--- src/rtl/dpq_pkg.sv ---
// dpq_pkg: shared types and codes for the deduplicating priority queue
`timescale 1ns / 1ps
`default_nettype none
package dpq_pkg;

    // operation codes
    localparam logic FUNC_ENQ = 1'b0;
    localparam logic FUNC_DEQ = 1'b1;

    // result status codes
    localparam logic [1:0] ST_DONE  = 2'd0;
    localparam logic [1:0] ST_DUP   = 2'd1;
    localparam logic [1:0] ST_FULL  = 2'd2;
    localparam logic [1:0] ST_EMPTY = 2'd3;

    // field widths
    localparam int ID_W   = 32;
    localparam int PRIO_W = 8;
    localparam int OCC_W  = 5;

    // commands from controller to datapath
    typedef struct packed {
        logic load;
        logic compare;
        logic execute;
    } t_ctrl;

endpackage
`default_nettype wire

--- src/rtl/dpq_ctrl.sv ---
// dpq_ctrl: sequencer for capture, compare and execute of one transaction
`timescale 1ns / 1ps
`default_nettype none
module dpq_ctrl (
    input  wire            i_clk,
    input  wire            i_rst_n,
    input  wire            start,
    output logic           busy,
    output dpq_pkg::t_ctrl o_ctrl,
    output logic           o_valid
);
    import dpq_pkg::*;

    typedef enum logic [1:0] {
        S_IDLE,
        S_CMP,
        S_EXEC
    } t_state;

    t_state r_state;
    t_state n_state;
    logic   r_valid;
    logic   accept;

    // a new transaction may enter while the previous one executes
    assign busy   = (r_state == S_CMP);
    assign accept = start && !busy;

    // command decode
    assign o_ctrl.load    = accept;
    assign o_ctrl.compare = (r_state == S_CMP);
    assign o_ctrl.execute = (r_state == S_EXEC);
    assign o_valid        = r_valid;

    // next state
    always_comb begin
        n_state = r_state;
        unique case (r_state)
            S_IDLE:  n_state = accept ? S_CMP : S_IDLE;
            S_CMP:   n_state = S_EXEC;
            S_EXEC:  n_state = accept ? S_CMP : S_IDLE;
            default: n_state = S_IDLE;
        endcase
    end

    // state and result strobe
    always_ff @(posedge i_clk) begin
        if (!i_rst_n) begin
            r_state <= S_IDLE;
            r_valid <= 1'b0;
        end else begin
            r_state <= n_state;
            r_valid <= (r_state == S_EXEC);
        end
    end

endmodule
`default_nettype wire

--- src/rtl/dpq_datapath.sv ---
// dpq_datapath: sorted cell chain with per-cell compare, insert and shift
`timescale 1ns / 1ps
`default_nettype none
module dpq_datapath #(
    parameter int DEPTH = 16
) (
    input  wire                          i_clk,
    input  wire                          i_rst_n,
    input  dpq_pkg::t_ctrl               i_ctrl,
    input  wire                          i_func,
    input  wire  [dpq_pkg::ID_W-1:0]     i_item_id,
    input  wire  [dpq_pkg::PRIO_W-1:0]   i_item_priority,
    output logic [1:0]                   o_status,
    output logic [dpq_pkg::ID_W-1:0]     o_out_id,
    output logic [dpq_pkg::PRIO_W-1:0]   o_out_priority,
    output logic [dpq_pkg::OCC_W-1:0]    o_occupancy
);
    import dpq_pkg::*;

    localparam int CW = $clog2(DEPTH + 1);

    // captured transaction
    logic              r_func;
    logic [ID_W-1:0]   r_id;
    logic [PRIO_W-1:0] r_prio;

    // cell chain, slot 0 is the head
    logic [ID_W-1:0]   r_cell_id   [DEPTH];
    logic [PRIO_W-1:0] r_cell_prio [DEPTH];
    logic [CW-1:0]     r_count;
    logic [CW-1:0]     n_count;

    // per-cell compare results
    logic [DEPTH-1:0]  r_match;
    logic [DEPTH-1:0]  r_ge;

    // result registers
    logic [1:0]        r_status;
    logic [ID_W-1:0]   r_out_id;
    logic [PRIO_W-1:0] r_out_prio;
    logic [CW-1:0]     r_out_count;

    logic dup;
    logic full;
    logic empty;
    logic do_insert;
    logic do_remove;
    logic [1:0] status;

    assign dup   = |r_match;
    assign full  = (r_count == CW'(DEPTH));
    assign empty = (r_count == '0);

    // status decision, duplicate is checked before fullness
    always_comb begin
        do_insert = 1'b0;
        do_remove = 1'b0;
        status    = ST_DONE;
        priority if (r_func == FUNC_DEQ) begin
            if (empty) begin
                status = ST_EMPTY;
            end else begin
                do_remove = 1'b1;
            end
        end else if (dup) begin
            status = ST_DUP;
        end else if (full) begin
            status = ST_FULL;
        end else begin
            do_insert = 1'b1;
        end
    end

    // entry count update
    always_comb begin
        n_count = r_count;
        if (do_insert) begin
            n_count = r_count + CW'(1);
        end else if (do_remove) begin
            n_count = r_count - CW'(1);
        end
    end

    // capture the transaction
    always_ff @(posedge i_clk) begin
        if (i_ctrl.load) begin
            r_func <= i_func;
            r_id   <= i_item_id;
            r_prio <= i_item_priority;
        end
    end

    // compare every held cell against the captured identifier and priority
    always_ff @(posedge i_clk) begin
        if (i_ctrl.compare) begin
            for (int i = 0; i < DEPTH; i++) begin
                r_match[i] <= (CW'(i) < r_count) && (r_cell_id[i] == r_id);
                r_ge[i]    <= (CW'(i) < r_count) && (r_cell_prio[i] >= r_prio);
            end
        end
    end

    // insert behind every entry of greater or equal priority, or shift toward head
    always_ff @(posedge i_clk) begin
        if (i_ctrl.execute) begin
            for (int i = 0; i < DEPTH; i++) begin
                if (do_insert && !r_ge[i]) begin
                    if (i == 0) begin
                        r_cell_id[i]   <= r_id;
                        r_cell_prio[i] <= r_prio;
                    end else if (r_ge[i-1]) begin
                        r_cell_id[i]   <= r_id;
                        r_cell_prio[i] <= r_prio;
                    end else begin
                        r_cell_id[i]   <= r_cell_id[i-1];
                        r_cell_prio[i] <= r_cell_prio[i-1];
                    end
                end else if (do_remove && (i < DEPTH - 1)) begin
                    r_cell_id[i]   <= r_cell_id[i+1];
                    r_cell_prio[i] <= r_cell_prio[i+1];
                end
            end
        end
    end

    // entry count
    always_ff @(posedge i_clk) begin
        if (!i_rst_n) begin
            r_count <= '0;
        end else if (i_ctrl.execute) begin
            r_count <= n_count;
        end
    end

    // result registers
    always_ff @(posedge i_clk) begin
        if (i_ctrl.execute) begin
            r_status    <= status;
            r_out_id    <= do_remove ? r_cell_id[0]   : '0;
            r_out_prio  <= do_remove ? r_cell_prio[0] : '0;
            r_out_count <= n_count;
        end
    end

    assign o_status       = r_status;
    assign o_out_id       = r_out_id;
    assign o_out_priority = r_out_prio;
    assign o_occupancy    = OCC_W'(r_out_count);

endmodule
`default_nettype wire

--- src/rtl/dedup_priority_queue_top.sv ---
// dedup_priority_queue_top: deduplicating sorted priority queue, top level
// result path: the transaction is captured, compared in the cell chain, then executed;
// o_valid is registered from the execute step; a new transaction may enter while the
// previous one executes, and busy is high only in the compare cycle
// reset: synchronous active-low i_rst_n empties the queue and clears the sequencer
// the receiver cannot stall: each result is shown for exactly one cycle
`timescale 1ns / 1ps
`default_nettype none
module dedup_priority_queue_top #(
    parameter int DEPTH = 16
) (
    input  wire                          i_clk,
    input  wire                          i_rst_n,
    input  wire                          start,
    output logic                         busy,
    input  wire                          i_func,
    input  wire  [dpq_pkg::ID_W-1:0]     i_item_id,
    input  wire  [dpq_pkg::PRIO_W-1:0]   i_item_priority,
    output logic                         o_valid,
    output logic [1:0]                   o_status,
    output logic [dpq_pkg::ID_W-1:0]     o_out_id,
    output logic [dpq_pkg::PRIO_W-1:0]   o_out_priority,
    output logic [dpq_pkg::OCC_W-1:0]    o_occupancy
);
    import dpq_pkg::*;

    t_ctrl ctrl;

    // sequencer
    dpq_ctrl u_ctrl (
        .i_clk   (i_clk),
        .i_rst_n (i_rst_n),
        .start   (start),
        .busy    (busy),
        .o_ctrl  (ctrl),
        .o_valid (o_valid)
    );

    // cell chain and result registers
    dpq_datapath #(
        .DEPTH (DEPTH)
    ) u_datapath (
        .i_clk           (i_clk),
        .i_rst_n         (i_rst_n),
        .i_ctrl          (ctrl),
        .i_func          (i_func),
        .i_item_id       (i_item_id),
        .i_item_priority (i_item_priority),
        .o_status        (o_status),
        .o_out_id        (o_out_id),
        .o_out_priority  (o_out_priority),
        .o_occupancy     (o_occupancy)
    );

    // compare step lasts exactly one cycle
    a_busy_one_cycle: assert property (@(posedge i_clk) disable iff (!i_rst_n)
        busy |=> !busy)
        else $error("busy held longer than one cycle");

    // every accepted transaction yields a result marked by o_valid
    a_result_follows: assert property (@(posedge i_clk) disable iff (!i_rst_n)
        (start && !busy) |-> ##3 o_valid)
        else $error("accepted transaction produced no result");

    // execute is always preceded by compare
    a_exec_after_cmp: assert property (@(posedge i_clk) disable iff (!i_rst_n)
        ctrl.execute |-> $past(ctrl.compare))
        else $error("execute without compare");

    // an empty dequeue returns zero payload and zero occupancy
    a_empty_zero: assert property (@(posedge i_clk) disable iff (!i_rst_n)
        (o_valid && (o_status == ST_EMPTY)) |->
            ((o_occupancy == '0) && (o_out_id == '0) && (o_out_priority == '0)))
        else $error("empty dequeue with nonzero fields");

endmodule
`default_nettype wire

--- config.mk ---
export PLATFORM = sky130hd
export DESIGN_NAME = dedup_priority_queue_top
export DESIGN_NICKNAME = d
export VERILOG_FILES = /design/src/rtl/dpq_pkg.sv /design/src/rtl/dpq_ctrl.sv /design/src/rtl/dpq_datapath.sv /design/src/rtl/dedup_priority_queue_top.sv
export SDC_FILE = /design/constraint.sdc
export NUM_CORES = 2
export LEC_CHECK = 0
export ABC_CLOCK_PERIOD_IN_PS = 6130
export BUFFER_PORTS_ARGS = -buffer_cell sky130_fd_sc_hd__clkbuf_2
export CORE_MARGIN = 4
export CORE_UTILIZATION = 49
export CTS_CLUSTER_SIZE = 30
export DETAILED_ROUTE_END_ITERATION = 10
export GPL_TIMING_DRIVEN = 0
export PLACE_DENSITY = 0.63
export SLEW_MARGIN = 20
export SYNTH_ARGS = -nofsm -noshare
export SYNTH_HDL_FRONTEND = slang
export SYNTH_SLANG_ARGS = --single-unit
--- constraint.sdc ---
create_clock -name i_clk -period 6.13 [get_ports i_clk]
set_input_delay 0.3065 -clock i_clk [delete_from_list [all_inputs] [get_ports i_clk]]
set_output_delay 0.3065 -clock i_clk [all_outputs]
set_load 0.01 [all_outputs]
==> Yosys cells after proc, flatten, opt, wreduce, memory -nomap -nowiden <==
Memory sizes are Yosys's and may differ from the RTL's.
Cells that the tools add are included.
Widths: inputs -> output; s select.
{ "word_totals": {"register_bits": 128, "mem_bits_rw": 640, "out_inout_bits": 49, "mem_count": 2} }
{ "classes": {"reduce_logical": 70, "n_eq_ne": 19, "muxes": 242, "addsub": 2, "magnitude_cmp": 32, "n_bitwise": 60} }
{ "mem_list": {"columns": ["name", "words", "width", "rd", "rd_ports_with_merged_regs", "wr", "line_no", "text"], "rows": [
  ["u_datapath.r_cell_id", 16, 32, 16, 0, 16, "dpq_datapath.sv:28", "logic [ID_W-1:0] r_cell_id [DEPTH];"],
  ["u_datapath.r_cell_prio", 16, 8, 16, 0, 16, "dpq_datapath.sv:29", "logic [PRIO_W-1:0] r_cell_prio [DEPTH];"]
]} }
{ "op_table": {"columns": ["op", "n"], "rows": [
  ["$mux 32", 30],
  ["$eq 32x32->1", 16],
  ["$mux 8", 30],
  ["$mux 1", 175],
  ["$ge 8x8->1", 16],
  ["$or 1x1->1", 60],
  ["$logic_and 1x1->1", 49],
  ["$lt 4x5->1 const A", 8],
  ["$lt 3x5->1 const A", 4],
  ["$logic_not 1->1", 17],
  ["$reduce_or 16->1", 1],
  ["$lt 1x5->1 const A", 2],
  ["$lt 2x5->1 const A", 2],
  ["$mux 5", 2],
  ["$mux 2", 4],
  ["$add 5x1->5 const B", 1],
  ["$eq 5x5->1 const B", 1],
  ["$logic_not 5->1", 1],
  ["$sub 5x1->5 const B", 1],
  ["$pmux 2 s2", 1],
  ["$eq 2x1->1 const B", 1],
  ["$eq 2x2->1 const B", 1],
  ["$logic_not 2->1", 1],
  ["$reduce_or 2->1", 1]
]} }

==> Logic depth before layout (Yosys ltp) <==
{ "logic_depth": {"word_depth": 10, "ltp_mapped": 12} }

==> Cells and area by module <==
Synthesis repeated with hierarchy kept, for this count alone.
{ "unflattened": {"cells_unflattened": 4609, "area_unflattened_um2": 45762.6} }
{ "by_module_without_submodules": {"columns": ["mod", "seq_area_each_um2", "instances", "area_per_inst_um2", "cells_per_inst"], "rows": [
  ["dpq_datapath", 22922.0, 1, 45637.5, 4598],
  ["dpq_ctrl", 60.1, 1, 125.1, 11]
]} }

==> Worst setup path before layout <==
No wires, ideal clock.
{ "synth_path": {"kind": "reg-to-reg", "from": "reg u_datapath.r_count[1]", "to": "mem u_datapath.r_cell_id[10][0], enable pin", "t_arrival_ns": 4.847, "path_slack_ns": 0.790, "path_stages_with_launch": 9, "path_cell_list": "dfxtp_1 -> clkbuf_1 -> inv_1 -> ha_1 -> nor4bb_1 -> clkbuf_1 -> or4_4 -> clkbuf_1 -> o21ai_0"} }
{ "synth_lines": {"columns": ["item", "line_no", "text"], "rows": [
  ["start, declared", "dpq_datapath.sv:30", "logic [CW-1:0] r_count;"],
  ["start signal, assigned", "dpq_datapath.sv:131", "r_count <= n_count;"],
  ["end, declared", "dpq_datapath.sv:28", null]
]} }

==> impl_metrics.json <==
{
  "dpl_worst_slack_ns": 1.379,
  "fin_ws_ns": 1.114,
  "synth.distinct_cells": 53,
  "grt-ovfl-total": 0,
  "synth_edf_count": 760,
  "crit_chain": "clkbuf_1 > inv_1 > ha_1 > a21bo_2 > buf_2 > nor2_2 > buf_2 > clkbuf_1 > clkbuf_1 > nand2_1 > o21ai_1",
  "clock_skew_ns": 0.03312,
  "dieArea_um2": 97240,
  "ant_nets": 0,
  "path_delay_family": "buffers and inverters",
  "tightest_slew_ns": 1.260,
  "cp_slowest_cell": "clkbuf_1",
  "die_y_um": 311.8,
  "ys_warn_count": 0,
  "worstSetupPathType": "reg -> reg",
  "mostFrequentLayoutCells": "760 x edfxtp_1, 678 x nand2_1, 563 x mux2i_1, 373 x xor2_1, 367 x o21ai_0",
  "antenna_cells": 0,
  "drtPass1Iterations": 6,
  "grt_pass1_vias": 32160,
  "cp.arrival_ns": 5.53,
  "finalSetupViolCount": 0,
  "power_density_nw_per_um2": 242.5,
  "port_buffers": 91,
  "grtUsageMet3_pct": 4.522,
  "die_w_um": 311.8,
  "grtUsageMet1_pct": 45.54,
  "worstSetupStartpointType": "flip-flop",
  "coreArea_um2": 91660,
  "htreeDepth": 3,
  "slew_viol_final": 0,
  "initial_core_util_pct": 49.35,
  "ys_async_sr_fraction_pct": 0,
  "path_common_cell": "clkbuf_1",
  "rows": 111,
  "syn_nets": 4309,
  "clk_pin_slew_ns": 0.06,
  "cts_root_buf": "clkbuf_16",
  "vias": 34110,
  "final_common_cell": "edfxtp_1",
  "grt_use_total_pct": 32.48,
  "p_sw_share_pct": 25.37,
  "nNetsFinal": 4556,
  "grt_max_degree": 50,
  "crit_fanout": 10,
  "grt_pass1_wl_um": 227200,
  "grt_busiest_layer": "met2",
  "period_minus_slack_ns": 5.016,
  "critPathMaxStageDelay_ns": 0.79,
  "end_kind": "flip-flop",
  "ys_ff_latch": 768,
  "p_total_w": 0.01243,
  "layout-drive-gt1-share_pct": 8.152,
  "final_util_pct": 55.90,
  "ctsResizeCount": 0,
  "met2_usage_pct": 48.86,
  "clock-sinks": 768,
  "clockBufferDepth": 3,
  "drt_iter0_drc": 4356,
  "drc": 0,
  "dominantRegCellSynth": "edfxtp_1",
  "synth_area_um2": 45240,
  "pin_count": 93,
  "p_comb_share_pct": 9.5,
  "cts_tree": "yes",
  "vias_per_cell": 6.049,
  "p_sw_w": 0.003153,
  "place.gp.congestion": 1.055,
  "min_period_over_period_pct": 81.83,
  "dpl.hpwl_um": 132900,
  "relSlewSlack_pct": 15.32,
  "path_buf_inv": 6,
  "syn2layout_area_growth_pct": 13.27,
  "clk_latency_ns": 0.69,
  "hold_viol_final": 0,
  "hp-class": "in -> reg",
  "syn_avg_cell_area_um2": 10.95,
  "required_ns": 6.65,
  "post_drt_wl_per_cell_um": 28.79,
  "power.sequential.fraction_pct": 47.6,
  "rsz0062_at_grt": "false",
  "status": "complete, no violations",
  "hold_buffers": 42,
  "cts_made_buffers": 88,
  "wl_um": 162300,
  "cap_violations": 0,
  "yosysSeqAreaShare_pct": 50.80,
  "p_int_w": 0.009274,
  "pwr-share-clk_pct": 42.9,
  "fmax_mhz": 199.3,
  "post-cts-setup-buffers": 0,
  "ir_worst_vdd_uv": 225.2,
  "syn_inst": 4133,
  "antenna_found_initial": 4,
  "leakagePower_nw": 16.20
}
synthesized netlist by cell type, types with 24 or more instances:
cell,number,area (um2)
edfxtp_1,760,22820
nor3_1,27,135.1
clkbuf_1,231,867.1
nand4_1,49,306.5
a21o_1,24,180.2
ha_1,132,1652
o21ai_0,378,1892
nand2b_1,24,150.1
buf_1,31,116.4
nand2_1,678,2545
xor2_1,373,3267
and2_1,41,256.5
inv_1,31,116.4
a21oi_1,25,125.1
o21ai_1,222,1111
mux2i_1,563,5635
xnor2_1,143,1252
mux2_1,40,450.4
nor4_1,116,725.7
buf_2,88,440.4
metrics by stage:
step	setup TNS, ns	instance area (um2)	std cells	hold WS, ns
global placement	-804.93	47180	5410	0.4079
detailed placement	0	47980	5433	0.4247
floorplan	0	45240	4133	0.3947
CTS	0	51210	5638	0.1219
finish	0	51240	5639	0.1556
global route	0	51240	5639	0.1668
power groups by stage:
| stage | Sequential, W | Combinational, W | Clock, W |
|---|---|---|---|
| detailed placement | 0.00602 | 0.00112 | 0 |
| global route | 0.00591 | 0.00125 | 0.00557 |
| CTS | 0.00591 | 0.00115 | 0.00534 |
| finish | 0.00591 | 0.00118 | 0.00534 |
| global placement | 0.00603 | 0.00108 | 0 |
| floorplan | 0.00601 | 0.000668 | 0 |
layout make-up:
cell class | instances | area (um2)
fill | 8135 | 40430
sequential | 768 | 22980
multi-input combinational | 2980 | 20880
clock buffer | 109 | 2281
timing repair buffer | 157 | 1494
tap | 1186 | 1484
buffer | 354 | 1471
clock inverter | 54 | 529.3
inverter | 31 | 118.9
worst min-delay path, cell delays in order:
cell and delay [ns]:
clkbuf_1 0.27, nand2_1 0.16, nor2_1 0.04
state kept, by name (all words and copies together) (netlist names):
register	count
u_datapath.r_prio	8
u_datapath.o_status	2
u_datapath.o_occupancy	5
u_datapath.r_func	1
u_datapath.r_id	32
u_datapath.o_out_id	32
u_datapath.r_ge	16
u_ctrl.r_state	2
u_datapath.r_cell_id	512
u_datapath.r_match	16
u_datapath.r_count	5
u_datapath.r_cell_prio	128
u_ctrl.o_valid	1
u_datapath.o_out_priority	8
metal layers:
layer | up-vias | part of all wire (%)
li1 | 15440 | -
met1 | 16520 | 42
met2 | 1800 | 43
met3 | 341 | 8.4
met4 | 4 | 6.5
met5 | - | 0.015
final timing paths:
path | startpoint | endpoint | slack [ns] | cells after the start
setup / recovery | u_datapath.r_count[1] | u_datapath.r_cell_id[14][30] | 1.11 | 11
hold / removal | i_rst_n | u_ctrl.r_state[0] | 0.16 | 3
hold reg to reg | u_ctrl.r_state[0] | u_ctrl.r_state[0] | 0.44 | 1
setup reg to reg | u_datapath.r_count[1] | u_datapath.r_cell_id[14][30] | 1.11 | 11
cells by family after synthesis:
logic type	Yosys count	share of synthesized area, %
simple gates	1016	10.15
mux	603	13.45
buf+inv	385	3.504
flops	768	50.80
xor+xnor	516	9.991
compound gates	713	8.444
fa+ha+maj	132	3.651
Power figures use the tool's default switching activity.
